`src/rtl/smrc_pkg.sv`:
```
// Types, sizes and controller states of the marker clustering block
package smrc_pkg;

    localparam int MAX_MARKERS = 64;
    localparam int COORD_BITS  = 16;

    localparam int IDX_BITS  = $clog2(MAX_MARKERS);
    localparam int CNT_BITS  = $clog2(MAX_MARKERS + 1);
    localparam int RAD_BITS  = 12;
    localparam int RSC_BITS  = RAD_BITS + 4;
    localparam int MAG_BITS  = (COORD_BITS > RSC_BITS) ? COORD_BITS : RSC_BITS;
    localparam int SQ_BITS   = 2 * MAG_BITS + 1;
    localparam int VCNT_BITS = 7;

    localparam logic [CNT_BITS-1:0]  MAX_CNT  = CNT_BITS'(MAX_MARKERS);
    localparam logic [VCNT_BITS-1:0] VCNT_MAX = '1;

    typedef struct packed {
        logic [15:0]                   marker_tag;
        logic signed [COORD_BITS-1:0]  screen_x;
        logic signed [COORD_BITS-1:0]  screen_y;
        logic                          on_screen;
        logic signed [11:0]            arrow_angle;
        logic [7:0]                    opacity;
        logic [23:0]                   distance;
        logic                          last_marker;
    } marker_in_t;

    typedef struct packed {
        logic [15:0]                   tag;
        logic signed [COORD_BITS-1:0]  x;
        logic signed [COORD_BITS-1:0]  y;
        logic                          on;
        logic signed [11:0]            angle;
        logic [7:0]                    opacity;
        logic [23:0]                   distance;
    } entry_t;

    typedef struct packed {
        logic [15:0]                   view_tag;
        logic signed [COORD_BITS-1:0]  view_x;
        logic signed [COORD_BITS-1:0]  view_y;
        logic                          view_on_screen;
        logic signed [11:0]            view_angle;
        logic [7:0]                    view_opacity;
        logic [23:0]                   view_distance;
        logic [VCNT_BITS-1:0]          cluster_count;
        logic                          last_view;
    } view_t;

    typedef struct packed {
        logic store_wr;
        logic head_issue;
        logic head_skip;
        logic head_latch;
        logic scan_issue;
        logic finish;
        logic last_push;
    } dp_cmd_t;

    typedef struct packed {
        logic head_done;
        logic head_absorbed;
        logic head_clusters;
        logic scan_done;
        logic pipe_busy;
        logic pend_free;
        logic out_free;
    } dp_stat_t;

    typedef enum logic [2:0] {
        ST_LOAD,
        ST_HEAD,
        ST_HLATCH,
        ST_SCAN,
        ST_DRAIN,
        ST_FINISH,
        ST_LAST
    } state_t;

endpackage

```
`src/rtl/smrc_ctrl.sv`:
```
// Sequencer for loading a marker set and walking heads and candidates
module smrc_ctrl import smrc_pkg::*; (
    input  logic     aclk,
    input  logic     aresetn,
    input  logic     s_valid,
    input  logic     s_last,
    output logic     s_ready,
    input  dp_stat_t stat,
    output dp_cmd_t  cmd
);

    state_t state_reg, state_next;

    // Hold the state
    always_ff @(posedge aclk) begin
        if (!aresetn) begin
            state_reg <= ST_LOAD;
        end else begin
            state_reg <= state_next;
        end
    end

    // Decide next state and issue commands
    always_comb begin
        state_next = state_reg;
        cmd        = '0;
        s_ready    = 1'b0;
        unique case (state_reg)
            ST_LOAD: begin
                s_ready = 1'b1;
                if (s_valid) begin
                    cmd.store_wr = 1'b1;
                    if (s_last) begin
                        state_next = ST_HEAD;
                    end
                end
            end
            ST_HEAD: begin
                if (stat.head_done) begin
                    state_next = ST_LAST;
                end else if (stat.head_absorbed) begin
                    cmd.head_skip = 1'b1;
                end else begin
                    cmd.head_issue = 1'b1;
                    state_next     = ST_HLATCH;
                end
            end
            ST_HLATCH: begin
                cmd.head_latch = 1'b1;
                state_next     = stat.head_clusters ? ST_SCAN : ST_FINISH;
            end
            ST_SCAN: begin
                if (stat.scan_done) begin
                    state_next = ST_DRAIN;
                end else begin
                    cmd.scan_issue = 1'b1;
                end
            end
            ST_DRAIN: begin
                if (!stat.pipe_busy) begin
                    state_next = ST_FINISH;
                end
            end
            ST_FINISH: begin
                if (stat.pend_free) begin
                    cmd.finish = 1'b1;
                    state_next = ST_HEAD;
                end
            end
            ST_LAST: begin
                if (stat.out_free) begin
                    cmd.last_push = 1'b1;
                    state_next    = ST_LOAD;
                end
            end
            default: begin
                state_next = ST_LOAD;
            end
        endcase
    end

endmodule

```
`config.mk`:
```
export PLATFORM = sky130hd
export DESIGN_NAME = smrc_ctrl
export DESIGN_NICKNAME = d
export VERILOG_FILES = /design/src/rtl/smrc_pkg.sv /design/src/rtl/smrc_ctrl.sv
export SDC_FILE = /design/constraint.sdc
export NUM_CORES = 1
export LEC_CHECK = 0
export ABC_AREA = 1
export BUFFER_PORTS_ARGS = -buffer_cell sky130_fd_sc_hd__buf_4
export CAP_MARGIN = 10
export CELL_PAD_IN_SITES_DETAIL_PLACEMENT = 1
export CELL_PAD_IN_SITES_GLOBAL_PLACEMENT = 2
export CORE_UTILIZATION = 24
export CTS_BUF_LIST = sky130_fd_sc_hd__clkbuf_2
export DETAILED_ROUTE_END_ITERATION = 16
export PLACE_DENSITY_LB_ADDON = 0.1
export SYNTH_ARGS = -nofsm -noshare
export SYNTH_HDL_FRONTEND = slang
export SYNTH_SLANG_ARGS = --single-unit
```
`constraint.sdc`:
```
create_clock -name aclk -period 1.3 [get_ports aclk]
set_input_delay 0.39 -clock aclk [delete_from_list [all_inputs] [get_ports aclk]]
set_output_delay 0.39 -clock aclk [all_outputs]
set_load 0.02 [all_outputs]
```
-- Word-level counts from Yosys, hierarchy flattened
Index checks and enable logic that the tools add are counted.
- div/mod/pow operators: 0
- order comparisons: 0
- shift operators: 0
- $add $sub $neg: 0
- eq/ne operators: 13
- multiply operators: 0
- reductions and logical operators: 2
- multiplexer cells: 24
- bitwise operators: 0
- operators by type and width (operator ; count):
    2-to-1 mux 3 bit ; 9
    case mux 3 bit (7 select lines) ; 1
    2-to-1 mux 1 bit ; 12
    inequality test 2 bit, second input constant ; 6
    equality test 3 bit, second input constant ; 3
    AND reduction 7 bit ; 1
    equality test 3 x 2 -> 1 bit, second input constant ; 2
    2-to-1 mux 2 bit ; 2
    equality test 3 x 1 -> 1 bit, second input constant ; 1
    zero test 3 bit ; 1
    inequality test 3 bit, second input constant ; 1
- memories kept: 0
- output and inout bits: 8
- bits in registers: 3
- logic and storage cells: 40
- ROM bits: 0
- latch bits: 0
- input bits: 11
- bits in writable memories: 0

-- Longest topological paths before layout
- depth in word-level cells: 3
- mapped depth: 9
- mapped depth without buffers: 8

-- Worst setup path before layout
Ideal clock, no wire load.
- path type: flip-flop to output port
- start: register state_reg[0]
- end: output cmd[1] (netlist bit)
- arrival: 1.211 ns
- data required time: 0.910 ns
- buffers on the path: 1
- path slack: -0.301 ns
- cell stages (with the launch flop): 4
- cells stage by stage: dfxtp_1 buf_6 inv_6 nor4_1
- RTL lines (what ; line ; source):
    start, declared ; smrc_ctrl.sv:12 ; state_t state_reg, state_next;
    start signal, assigned ; smrc_ctrl.sv:19 ; state_reg <= state_next;
    end, declared ; smrc_ctrl.sv:9 ; output dp_cmd_t cmd

==> flow_summary.yaml <==
outcome:
  status: "finished, violations left"
  violations: "setup timing"
cells_and_area:
  antenna_cells: 0
  nNetsFinal: 121
  drive_gt1_frac: 0.771
  area_growth_pct: 120
  stdcell_count: 134
  largest_register_ffs: 3
timing:
  setup_viol: 11
  rsz0062_at_grt: "yes"
  setup-tns-final_ns: -1.69
  finalMaxSlewViolations: 0
  skew_ns: 0.00538
  hold-worst-slack_ns: 0.414
  fmax_mhz: 651
  hold_viol_final: 0
  setup_slack_ns: -0.235
  max_slew_margin: 0.864
  fin_crit_ns: 1.54
  worst-slew-pin-transition_ns: 0.203
  period_share: 1.18
placement:
  placed_cells: 119
  portBuffers: 18
  hpwl_mm: 1.15
  gp_congestion: 0.744
detailed_routing:
  drtPass1Iterations: 3
  drt_iter0_markers: 3
  wl_per_cell_um: 12.1
  route.detailed.drc: 0
  totalWireLength_mm: 1.62
  dr_total_vias: 580
  drtAntennaViolNets: 0
  vias_per_cell: 4.33
synthesis:
  ys.warnings.count: 0
  syn-cell-area_sq_um: 435
  synth_seq_area_share: 0.138
  synth_cell_types: 22
  synth_area_leaders: "dfxtp_1, nor2_4, nand3_1"
  ys_ff_latch: 3
  yosysTopAreaCellShare: 0.138
  yosysTopAreaCell: "dfxtp_1"
  syn_inst: 65
  synth_area_per_cell_sq_um: 6.70
  syn-num-nets: 76
worst_setup_path:
  cp_top_family: "flip-flops"
  cpMostUsedCell: "buf_6"
  worstPathRequired_ns: 0.91
  critPathKind: "flip-flop to primary output"
  setup.worst_path.start_class: "flip-flop"
  slowest_stage: "dfxtp_4"
  slowest_delay_ns: 0.37
  crit_fanout: 5
  cp_data_arrival_time_ns: 1.15
  reg2regPathDepth: 11
  cp.depth: 4
  critPathBufInv: 2
  cp_cell_sequence: "buf_6 -> nor2_4 -> and3_4 -> buf_6"
  endpoint_kind: "primary output"
  r2r-start: "state_reg[0]"
  crit_start: "state_reg[0]"
power_and_ir_drop:
  p_int_mw: 1.17
  p_sw_mw: 1.02
  leakage_nw: 0.467
  sw_frac_of_total: 0.466
  clkPwrFrac: 0.062
  p_comb_frac: 0.825
  finalPower_mw: 2.19
  p_per_area_nw_per_um2: 2290
  max-vdd-ir-drop_uv: 1190
  seqPwrFrac: 0.112
global_routing:
  grt_max_degree: 7
  grt_pass1_vias: 594
  grt_overflow_total: 0
  grt_pass1_wl_mm: 2.46
  antenna_found_initial: 0
  gr-usage-all-layers: 0.169
worst_hold_path:
  hp-start: "aresetn"
  whs_path_depth: 3
  hold_path_class: "primary input to flip-flop"
clock_tree:
  path_clk_slew_ns: 0.04
  clk_latency_ns: 0.22
  clockRootBuffer: "clkbuf_2"
  clock_path_buffers: 2
  cts_tree: "yes"
  clock_sinks: 3
  cts_htree_levels: 1
  cts_buffers: 3
die:
  start_util: 0.255
  die_area_sq_um: 1990
  chipWidth_um: 44.6
  core-area_sq_um: 1710
  rows: 15
  die_y_um: 44.6
  io_pins: 19
job:
  drv_cap: 0
[synthesized netlist by cell type]
cell       n
nor2_8     1
nand2_2    1
nand4_1    1
nand3b_1   1
and3_1     1
nor4_1     1
nor2_2     4
nor3_1     2
nor2_4     5
inv_2      3
inv_1      5
nand2_4    1
buf_4      1
a21oi_2    1
a21oi_1    2
nand2_1   10
inv_6      2
nor2_1     7
nand3_1   10
dfxtp_1    3
buf_6      2
nand3_2    1
[worst paths after layout]
check	slack, ns	end
setup / recovery	-0.24	cmd[6]
hold / removal	0.41	state_reg[0]
setup reg to reg	-0.11	state_reg[2]
hold reg to reg	0.67	state_reg[2]
[cells in the final DEF (no fill, tap or decap), drive strengths merged]
master,netlist,final
a21oi,3,3
nand4,1,1
nor4,1,1
dfxtp,3,3
nand2,12,12
nor2,17,17
clkbuf,0,4
nand3,11,11
inv,10,10
nor3,2,2
buf,3,43
and3,1,1
nand3b,1,1
[metal layers]
layer | global-route usage | share of wire
met2 | 0.291 | 0.52
met4 | 0 | 0
met3 | 0.0531 | 0.053
met5 | 0 | 0
met1 | 0.219 | 0.43
[repair_timing]
item / CTS / global route
hold buffers: 0 / 0
setup buffers: 7 / 4
setup endpoints to repair: 11 / 11
resized for setup: 13 / 25
pin swaps: 5 / 12
[power by group through the flow]
stage	combinational (mW)	sequential (mW)	clock, mW
after detailed placement	1.23	0.227	0
after global routing	1.95	0.254	0.150
after global placement	1.22	0.226	0
final	1.81	0.246	0.136
after floorplan	0.851	0.146	0
after CTS	1.45	0.239	0.139
[stage by stage]
step,setup WS (ns),area (sq um),util
3_3_place_gp,-0.109,707,0.414
4_1_cts,-0.267,818,0.479
2_1_floorplan,-0.0829,453,-
3_5_place_dp,-0.123,707,0.414
6_report,-0.235,956,0.560
5_1_grt,-0.274,956,0.560
[worst register-to-register path: stages (launching register included)]
cell and delay (ns):
dfxtp_4 0.40, buf_6 0.12, nor2_4 0.04, buf_4 0.12, buf_6 0.11, buf_6 0.11, nand3_2 0.05, nand3_2 0.06
nor2_2 0.11, nand3_1 0.07, nand2_1 0.09, nor2_2 0.03
[logic make-up after synthesis]
logic type             count (synthesis)  share of synthesized area
and+or+nand+nor                       46                      0.641
buffers and inverters                 13                      0.178
DFF                                    3                      0.138
AOI/OAI and AO/OA                      3                     0.0431
[area by class of cell]
| type | instances | area (sq um) |
|---|---|---|
| sequential | 3 | 71.3 |
| fill | 214 | 752 |
| multi-input combinational | 49 | 400 |
| tap | 25 | 31.3 |
| timing repair buffer | 43 | 380 |
| inverter | 10 | 52.6 |
| clock buffer | 4 | 20.0 |
(Power assumes the default switching activity.)
